--- config.mk ---
export PLATFORM = sky130hd
export DESIGN_NAME = ffa_ctrl
export DESIGN_NICKNAME = d
export VERILOG_FILES = /design/src/design/ffa_pkg.sv /design/src/design/ffa_ctrl.sv
export SDC_FILE = /design/constraint.sdc
export NUM_CORES = 1
export LEC_CHECK = 0
export BUFFER_PORTS_ARGS = -buffer_cell sky130_fd_sc_hd__buf_4
export CORE_MARGIN = 2
export CORE_UTILIZATION = 53
export CTS_CLUSTER_DIAMETER = 200
export CTS_CLUSTER_SIZE = 16
export DETAILED_ROUTE_END_ITERATION = 10
export GPL_TIMING_DRIVEN = 0
export HOLD_SLACK_MARGIN = 0.1
export PLACE_DENSITY_LB_ADDON = 0.15
export REMOVE_ABC_BUFFERS = 1
export SLEW_MARGIN = 20
export SYNTH_ARGS = -nofsm -noshare
export SYNTH_HDL_FRONTEND = slang
export SYNTH_SLANG_ARGS = --single-unit
--- constraint.sdc ---
create_clock -name clk_i -period 4.3 [get_ports clk_i]
set_clock_uncertainty 0.05 [all_clocks]
set_input_delay 0.645 -clock clk_i [delete_from_list [all_inputs] [get_ports clk_i]]
set_output_delay 0.645 -clock clk_i [all_outputs]
set_load 0.03 [all_outputs]
--- src/design/ffa_pkg.sv ---
// Shared types, constants and micro-operation codes for the free-list allocator.
package ffa_pkg;

  localparam int AddrW      = 14;
  localparam int ReqW       = 18;
  localparam int GrowW      = 15;
  localparam int UnitBytes  = 16;
  localparam int UbShift    = $clog2(UnitBytes);
  localparam int ArenaUnits = 16384;
  localparam int NumW       = ReqW - UbShift + 2;
  localparam logic [GrowW-1:0] GrowReset = GrowW'(1024);

  typedef struct packed {
    logic            kind;
    logic [ReqW-1:0] request_bytes;
    logic [AddrW-1:0] block_address;
  } ffa_in_t;

  typedef struct packed {
    logic             status;
    logic [AddrW-1:0] user_address;
  } ffa_out_t;

  typedef enum logic [4:0] {
    OP_NONE,
    OP_ACCEPT,
    OP_INIT,
    OP_A_START,
    OP_A_LOAD,
    OP_A_EXACT,
    OP_A_CARVE,
    OP_A_CARVE2,
    OP_A_ADV,
    OP_A_FAIL,
    OP_GROW,
    OP_G_RET,
    OP_F_START,
    OP_F_STEP,
    OP_F_EXIT,
    OP_F_HI_RD,
    OP_F_HI_WR,
    OP_F_HI_NO,
    OP_F_LO0,
    OP_F_LO_RD,
    OP_F_LO_WR,
    OP_F_LO_NO
  } ffa_op_e;

  typedef struct packed {
    ffa_op_e op;
    logic    load_out;
  } ffa_cmd_t;

  typedef struct packed {
    logic kind_free;
    logic started;
    logic free_ok;
    logic fit_exact;
    logic fit_carve;
    logic at_rover;
    logic a_step_over;
    logic grow_ok;
    logic f_exit;
    logic f_step_over;
    logic merge_hi;
    logic merge_lo;
    logic ret;
  } ffa_sts_t;

endpackage

--- src/design/ffa_ctrl.sv ---
// Controller state machine that sequences the allocator datapath.
module ffa_ctrl (
  input  logic              clk_i,
  input  logic              rst_ni,
  input  logic              in_valid_i,
  output logic              in_stall_o,
  output logic              out_valid_o,
  input  logic              out_stall_i,
  input  ffa_pkg::ffa_sts_t sts_i,
  output ffa_pkg::ffa_cmd_t cmd_o
);
  import ffa_pkg::*;

  typedef enum logic [4:0] {
    S_IDLE, S_DECODE, S_INIT, S_A_START, S_A_LOAD, S_A_CHK, S_A_CARVE2, S_G_RET,
    S_F_START, S_F_CHK, S_F_SB, S_F_HI_WR, S_F_LO0, S_F_SP, S_F_LO_WR, S_RET, S_DONE
  } state_e;

  state_e state_q, state_d;
  logic   out_valid_q, out_valid_d;

  always_comb begin
    state_d      = state_q;
    cmd_o.op     = OP_NONE;
    cmd_o.load_out = 1'b0;
    out_valid_d  = out_valid_q && out_stall_i;
    case (state_q)
      S_IDLE: begin
        if (in_valid_i) begin
          cmd_o.op = OP_ACCEPT;
          state_d  = S_DECODE;
        end
      end
      S_DECODE: begin
        if (!sts_i.kind_free) begin
          state_d = sts_i.started ? S_A_START : S_INIT;
        end else begin
          state_d = sts_i.free_ok ? S_F_START : S_DONE;
        end
      end
      S_INIT: begin
        cmd_o.op = OP_INIT;
        state_d  = S_A_START;
      end
      S_A_START: begin
        cmd_o.op = OP_A_START;
        state_d  = S_A_LOAD;
      end
      S_A_LOAD: begin
        cmd_o.op = OP_A_LOAD;
        state_d  = S_A_CHK;
      end
      S_A_CHK: begin
        if (sts_i.fit_exact) begin
          cmd_o.op = OP_A_EXACT;
          state_d  = S_DONE;
        end else if (sts_i.fit_carve) begin
          cmd_o.op = OP_A_CARVE;
          state_d  = S_A_CARVE2;
        end else if (sts_i.at_rover) begin
          if (sts_i.grow_ok) begin
            cmd_o.op = OP_GROW;
            state_d  = S_F_START;
          end else begin
            cmd_o.op = OP_A_FAIL;
            state_d  = S_DONE;
          end
        end else if (sts_i.a_step_over) begin
          cmd_o.op = OP_A_FAIL;
          state_d  = S_DONE;
        end else begin
          cmd_o.op = OP_A_ADV;
        end
      end
      S_A_CARVE2: begin
        cmd_o.op = OP_A_CARVE2;
        state_d  = S_DONE;
      end
      S_G_RET: begin
        if (sts_i.a_step_over) begin
          cmd_o.op = OP_A_FAIL;
          state_d  = S_DONE;
        end else begin
          cmd_o.op = OP_G_RET;
          state_d  = S_A_LOAD;
        end
      end
      S_F_START: begin
        cmd_o.op = OP_F_START;
        state_d  = S_F_CHK;
      end
      S_F_CHK: begin
        if (sts_i.f_exit) begin
          cmd_o.op = OP_F_EXIT;
          state_d  = S_F_SB;
        end else if (sts_i.f_step_over) begin
          state_d = S_RET;
        end else begin
          cmd_o.op = OP_F_STEP;
        end
      end
      S_F_SB: begin
        if (sts_i.merge_hi) begin
          cmd_o.op = OP_F_HI_RD;
          state_d  = S_F_HI_WR;
        end else begin
          cmd_o.op = OP_F_HI_NO;
          state_d  = S_F_LO0;
        end
      end
      S_F_HI_WR: begin
        cmd_o.op = OP_F_HI_WR;
        state_d  = S_F_LO0;
      end
      S_F_LO0: begin
        cmd_o.op = OP_F_LO0;
        state_d  = S_F_SP;
      end
      S_F_SP: begin
        if (sts_i.merge_lo) begin
          cmd_o.op = OP_F_LO_RD;
          state_d  = S_F_LO_WR;
        end else begin
          cmd_o.op = OP_F_LO_NO;
          state_d  = S_RET;
        end
      end
      S_F_LO_WR: begin
        cmd_o.op = OP_F_LO_WR;
        state_d  = S_RET;
      end
      S_RET: begin
        state_d = sts_i.ret ? S_G_RET : S_DONE;
      end
      S_DONE: begin
        if (!out_valid_q || !out_stall_i) begin
          cmd_o.load_out = 1'b1;
          out_valid_d    = 1'b1;
          state_d        = S_IDLE;
        end
      end
      default: state_d = S_IDLE;
    endcase
  end

  always_ff @(posedge clk_i or negedge rst_ni) begin
    if (!rst_ni) begin
      state_q     <= S_IDLE;
      out_valid_q <= 1'b0;
    end else begin
      state_q     <= state_d;
      out_valid_q <= out_valid_d;
    end
  end

  assign in_stall_o  = (state_q != S_IDLE);
  assign out_valid_o = out_valid_q;

endmodule

# After elaboration in Yosys (flattened, before gate mapping)
# Index checks and enable logic that the tools add are counted.
# W data, S select, Z words.
# op_classes
reduce_logical	7
eq_ne	20
n_mux	33
# ops
op	count
$mux W5	17
$pmux W5 S17	1
$pmux W5 S14	1
$eq A5 B4 Y1 const B	8
$eq A5 B3 Y1 const B	4
$eq A5 B2 Y1 const B	2
$mux W1	8
$mux W4	2
$mux W3	2
$eq A5 B1 Y1 const B	1
$eq A5 B5 Y1 const B	1
$logic_not A5 Y1	1
$ne A5 B5 Y1 const B	1
$reduce_bool A5 Y1	1
$mux W2	2
$ne A2 B2 Y1 const B	2
$reduce_and A4 Y1	1
$ne A3 B3 Y1 const B	1
$logic_not A1 Y1	2
$logic_and A1 B1 Y1	1
$logic_or A1 B1 Y1	1
# totals
ff_bits	6
elab_cells	62
output_inout_bits	8

# Longest topological paths before layout
# Gate-level depths: netlist (run 1).
# depth
ltp_word	5
ltp_mapped	7
mapped_depth_nobuf	5

# Least setup slack after synthesis (run 1)
# Ideal clock, no wire load.
# synth_path
kind	input to output
start	input sts_i[4] (netlist bit)
end	output cmd_o[1] (netlist bit)
required_time_ns	3.605
arrival_ns	1.660
setup_slack_ns	1.945
n_path_buf	0
stages	3
path_cell_list	or3_1 or3_1 o211ai_1
# synth_lines
element	line_no	text
from (decl)	ffa_ctrl.sv:9	input ffa_pkg::ffa_sts_t sts_i,
to (decl)	ffa_ctrl.sv:10	output ffa_pkg::ffa_cmd_t cmd_o

==> impl_metrics.tcl, run 1 <==
set metrics [dict create \
    leakage_uw 0.000409 \
    postCtsResizedCells 0 \
    antenna_found_initial 0 \
    synthMostInstantiatedCell "nor2_1" \
    root_buffer "clkbuf_4" \
    postSynthAreaPerCell_um2 6.79 \
    synth_area_leaders "dfrtp_1 (20%), nor2_1 (6.9%), a21oi_1 (6.5%)" \
    fin_crit_sh 0.659 \
    end_kind "primary output" \
    ys_top_cells_by_count "nor2_1 (14), nand2_1 (13), a21oi_1 (10), o21ai_0 (9), nand3_1 (8)" \
    worstPathBufferInverterCount 1 \
    r2r_start "state_q[0]$_DFFE_PN0P_" \
    worst_pin_slew_ns 0.647 \
    syn_inst 113 \
    synth_edf_count 0 \
    max_stage_delay_ns 0.71 \
    drv_slew 0 \
    fillCellCount 127 \
    start_util 0.575 \
    report.final.hold_viol_count 0 \
    ys_warn_count 0 \
    hold_slack_ns 0.131 \
    ys_seq_elements 6 \
    yosys.area.top_type "dfrtp_1" \
    r2r-end "state_q[4]$_DFFE_PN0P_" \
    firstDrtPassIters 4 \
    rows 13 \
    clock-sinks 6 \
    max_freq_mhz 353 \
    routabilityCongestion 0.942 \
    setup_tns_ns 0 \
    die_width_um 42.0 \
    path_class "reg2out" \
    final_util 0.702 \
    dpl.hpwl_um 1620 \
    rsz0062_at_grt "no" \
    regToRegSetupSlack_ns 2.35 \
    status "finished, final reports clean" \
    cp_max_fo 20 \
    die_y_um 42.0 \
    cap_violations 0 \
    drc 0 \
    grt_util_all_layers 0.272 \
    setup_viol 0 \
    routedWlPerCell_um 15.0 \
    place_area_um2 913 \
    insertion_delay_ns 0.26 \
    synth_flop_cell "dfrtp_1" \
    routed_wl_um 2210 \
    drt_iter0_markers 28 \
    crit_family "simple AND/OR/NAND/NOR gates" \
    hold_path.class "in2async" \
    total_power_uw 677 \
    worstPathCellList "nor4b_4 > nand2_2 > nor2_1 > o31ai_1 > o211ai_1 > buf_4" \
    cts_made_buffers 3 \
    num_io_pins 25 \
    die-area_um2 1770 \
    cts_setup_buffers 0 \
    design_area_um2 936 \
    rr_worst_depth 5 \
    antenna_cells 0 \
    cts_tree "built" \
    portBuffers 24 \
    startpoint_type "flop" \
    syn_area_um2 767 \
    first_global_vias 876 \
    synth_top_area_share 0.196 \
    slowest_stage "dfrtp_1" \
    nNetsFinal 151 \
    crit_required_ns 3.61 \
    arrival_ns 2.14 \
    clockBufferDepth 2 \
    ant_nets 0 \
    via_per_inst 6.31 \
    slew_headroom 0.569 \
    vdd_drop_max_mv 0.401 \
    syn_to_final_growth_pct 22.0 \
    htreeDepth 1 \
    seq_area_frac_synth 0.196 \
    core_um2 1330 \
    synth.distinct_cells 37 \
    grt_start_max_net_pins 23 \
    fin_crit_ns 2.83 \
    drive_above_1_share 0.250 \
    overflow 0 \
    dr_total_vias 927 \
    p_per_area_nw_per_um2 723 \
    grt_pass1_wl_um 3670 \
    async_flop_share 1.00 \
    holdBufCountCts 0 \
    clk_pin_slew_ns 0.05 \
]
-- worst max-delay path by stage --
stage	start	end	slack, ns	cells after the start
floorplan	sts_i[4]	cmd_o[1]	1.95	3
global placement	state_q[0]$_DFFE_PN0P_	cmd_o[1]	1.80	6
detailed placement	state_q[0]$_DFFE_PN0P_	cmd_o[1]	1.78	6
CTS	state_q[0]$_DFFE_PN0P_	cmd_o[1]	1.52	6
global route	state_q[0]$_DFFE_PN0P_	cmd_o[4]	1.31	6
finish	state_q[0]$_DFFE_PN0P_	cmd_o[1]	1.47	6
-- kinds of logic after synthesis --
| group | share of synthesized area |
|---|---|
| muxes | 0.0131 |
| AOI/OAI and AO/OA | 0.263 |
| and+or+nand+nor | 0.450 |
| buffers and inverters | 0.0783 |
| DFF | 0.196 |
-- stage by stage --
stage,cells,setup slack [ns]
finish,147,1.47
floorplan,105,1.95
global placement,144,1.80
CTS,147,1.52
detailed placement,144,1.78
global route,147,1.31
-- final cells by class --
class / instances / area, µm² / area share
tap: 15 / 18.8 / 0.0201
timing repair buffer: 24 / 180 / 0.193
clock buffer: 3 / 22.5 / 0.0241
multi-input combinational: 97 / 557 / 0.595
sequential: 6 / 150 / 0.160
inverter: 2 / 7.51 / 0.00802
-- worst reg2reg max path, stage by stage, from the launching register on --
cell     delay (ns)
dfrtp_1        0.71
nor4b_4        0.46
and2_1         0.24
nand3_1        0.13
nand3_1        0.13
o22ai_1        0.09
-- sequential cells by signal (all words and copies together) (netlist names) --
register	flops
out_valid_o	1
state_q	5
-- cells in the final DEF, fill, tap and decap left out, types with 2 or more instances in the layout --
cell and instances:
a211o_1 2, a21oi_1 10, a31oi_1 7, buf_4 24, clkbuf_4 3, dfrtp_1 6
nand2_1 13, nand2b_1 5, nand3_1 8, nor2_1 14, nor2b_1 3, nor3_1 4
o21ai_0 9, or3_1 3
-- routing by layer --
layer	wire (µm)	up-vias	GRT usage
met4	45	0	0.150
met1	865	414	0.304
met5	0	-	0
met2	1140	53	0.481
li1	-	453	-
met3	157	7	0.0517
-- power by group --
part,leakage [µW],switching (µW),total [µW],internal (µW)
combinational,0.000317,247,441,194
sequential,0.0000780,103,181,78.4
clock,0.0000138,23.2,54.9,31.8
Power figures use the tool's default switching activity.
==> run 2: changes to the inputs <==
Settings changed: ABC_AREA set to 1, CORE_UTILIZATION 53 to 49.
Clock period 4.3 ns to 2.9 ns, I/O delays scaled along.
==> run 2 against run 1 <==
Effect of this change:
- count of clock-buffer cells in the layout unchanged
- critical endpoint is now cmd_o[4]
- sequential cell count unchanged
- design area is 7.2% higher
- largest power group unchanged
- register-to-register slack got worse by 1.1 ns
==> impl_metrics.tcl, run 2 <==
set metrics [dict create \
    largest_reg_flops 5 \
    synthMostInstantiatedCell "nand2_1" \
    die-area_um2 1910 \
    synth_area_leaders "nand2_1 (21%), dfrtp_1 (19%), inv_1 (9.3%)" \
    hold_slack_ns 0.361 \
    final_cell_mix "nand2_1 (43), buf_4 (24), inv_1 (19)" \
    seq_area_frac_synth 0.195 \
    start_util 0.518 \
    postCtsResizedCells 0 \
    end_kind "primary output" \
    worst_pin_slew_ns 0.452 \
    drc 0 \
    grt_start_max_net_pins 11 \
    p_clk_frac 0.084 \
    startpoint_type "flop" \
    cap_violations 0 \
    ys_warn_count 0 \
    final_common_cell "nand2_1" \
    grt_util_all_layers 0.257 \
    worstPathBufferInverterCount 3 \
    syn_inst 136 \
    cp_max_fo 10 \
    cts_made_buffers 3 \
    postSynthAreaPerCell_um2 5.67 \
    cts_tree "built" \
    routed_wl_um 2260 \
    overflow 0 \
    syn_to_final_growth_pct 30.2 \
    clk_pin_slew_ns 0.05 \
    die_width_um 43.7 \
    slowest_stage "dfrtp_1" \
    synth_edf_count 0 \
    r2r_start "state_q[4]$_DFFE_PN0P_" \
    crit_required_ns 2.41 \
    setup_viol 0 \
    setup_tns_ns 0 \
    grt_pass1_wl_um 3600 \
    slew_headroom 0.698 \
    place_area_um2 971 \
    fillCellCount 150 \
    hold_path.class "in2reg" \
    drive_above_1_share 0.232 \
    antenna_found_initial 0 \
    num_io_pins 25 \
    dr_total_vias 1014 \
    insertion_delay_ns 0.25 \
    combPwrFrac 0.733 \
    rows 14 \
    via_per_inst 5.63 \
    yosys.area.top_type "nand2_1" \
    firstDrtPassIters 5 \
    max_stage_delay_ns 0.47 \
    crit_family "flip-flops" \
    ys_top_cells_by_count "nand2_1 (43), inv_1 (19), nor2_1 (15), nand3_1 (13), nand4_1 (7)" \
    p_switching_uw 553 \
    worstPathCellList "inv_2 > nand3_2 > nor2_2 > o21ai_0 > nand2_1 > inv_1 > o2111ai_1 > buf_4" \
    fin_crit_sh 0.793 \
    arrival_ns 1.81 \
    drt_iter0_markers 40 \
    largest-register "state_q" \
    portBuffers 24 \
    max_freq_mhz 435 \
    routabilityCongestion 0.935 \
    sequentialPowerShare 0.183 \
    die_y_um 43.7 \
    first_global_vias 878 \
    ant_nets 0 \
    synth_flop_cell "dfrtp_1" \
    report.final.hold_viol_count 0 \
    rsz0062_at_grt "no" \
    async_flop_share 1.00 \
    cts_setup_buffers 0 \
    nNetsFinal 183 \
    syn_area_um2 771 \
    startpoint "state_q[4]$_DFFE_PN0P_" \
    core_um2 1490 \
    switching_share 0.578 \
    routedWlPerCell_um 12.6 \
    leakage_uw 0.000589 \
    htreeDepth 1 \
    ys_seq_elements 6 \
    clockBufferDepth 2 \
    vdd_drop_max_mv 0.467 \
    clock-sinks 6 \
    root_buffer "clkbuf_4" \
    drv_slew 0 \
    synth_top_area_share 0.209 \
    path_class "reg2out" \
    min_from "out_stall_i" \
    dpl.hpwl_um 1860 \
    intPower_uw 404 \
    fin_crit_ns 2.30 \
    status "finished, final reports clean" \
    design_area_um2 1000 \
    synth.distinct_cells 22 \
    antenna_cells 0 \
    p_per_area_nw_per_um2 954 \
]
## run 2: cell types whose count changed after synthesis, sizes merged, moves of 3 or more
cell    delta
buf        -6
nor2       +7
or3        -4
nand3      +7
o21ai      -5
nand2     +30
a31oi      -7
a21oi      -8
nor2b      -3
nand4      +6
inv       +19
nand2b     -5
## run 2: per-stage QoR
step / std cells / power (µW) / util / worst slack (ns)
after floorplan: 136 / 657 / - / 0.829
after global placement: 176 / 858 / 0.652 / 0.913
after detailed placement: 176 / 864 / 0.652 / 0.908
after CTS: 180 / 946 / 0.674 / 0.629
after global routing: 180 / 1030 / 0.674 / 0.415
final: 180 / 957 / 0.674 / 0.602
## run 2: timing repair
item / CTS / global route
hold buffers: 1 / 0
endpoints found under the hold margin: 6 / 0
endpoints found under the setup margin: 0 / 0
## run 2: power groups by stage
| stage | clock, µW | combinational, µW | sequential [µW] |
|---|---|---|---|
| finish | 80.6 | 701 | 175 |
| global route | 83.8 | 771 | 178 |
| CTS | 80.6 | 694 | 172 |
| detailed placement | 0 | 691 | 173 |
| global placement | 0 | 685 | 174 |
| floorplan | 0 | 487 | 169 |
## run 2: layout make-up
cell class / instances / area, µm² / area share
tap: 16 / 20.0 / 0.0200
timing repair buffer: 25 / 190 / 0.190
sequential: 6 / 150 / 0.150
inverter: 21 / 78.8 / 0.0786
multi-input combinational: 109 / 542 / 0.540
clock buffer: 3 / 22.5 / 0.0224
## run 2: worst paths after layout
kind	cells after the start	slack (ns)	to
max in group asynchronous	2	2.20	state_q[2]$_DFFE_PN0P_
max reg2reg	8	1.22	state_q[4]$_DFFE_PN0P_
min in group asynchronous	2	0.49	state_q[1]$_DFFE_PN0P_
min reg2reg	2	0.45	out_valid_o$_DFF_PN0_
max	8	0.60	cmd_o[4]
min	3	0.36	out_valid_o$_DFF_PN0_
## run 2: logic make-up (layout without fill, tap and decap cells)
group                  Yosys count  count (layout)  share of synthesized area
AND/OR/NAND/NOR                 94              94                      0.573
buffers and inverters           21              49                      0.102
AO/OA/AOI/OAI                   15              15                      0.130
flip-flops                       6               6                      0.195
## run 2: per-layer routing
metal,global-route usage,wire length [µm],vias to the layer above,part of all wire
met5,0,0,-,0
met4,0.139,80,0,0.035
met3,0.0500,219,16,0.097
met2,0.388,985,64,0.44
met1,0.343,973,419,0.43
li1,-,-,515,-
## run 2: tightest hold or removal path, cell delays in order
cell and delay [ns]:
buf_4 0.07, nand2_1 0.05, nand2_1 0.07
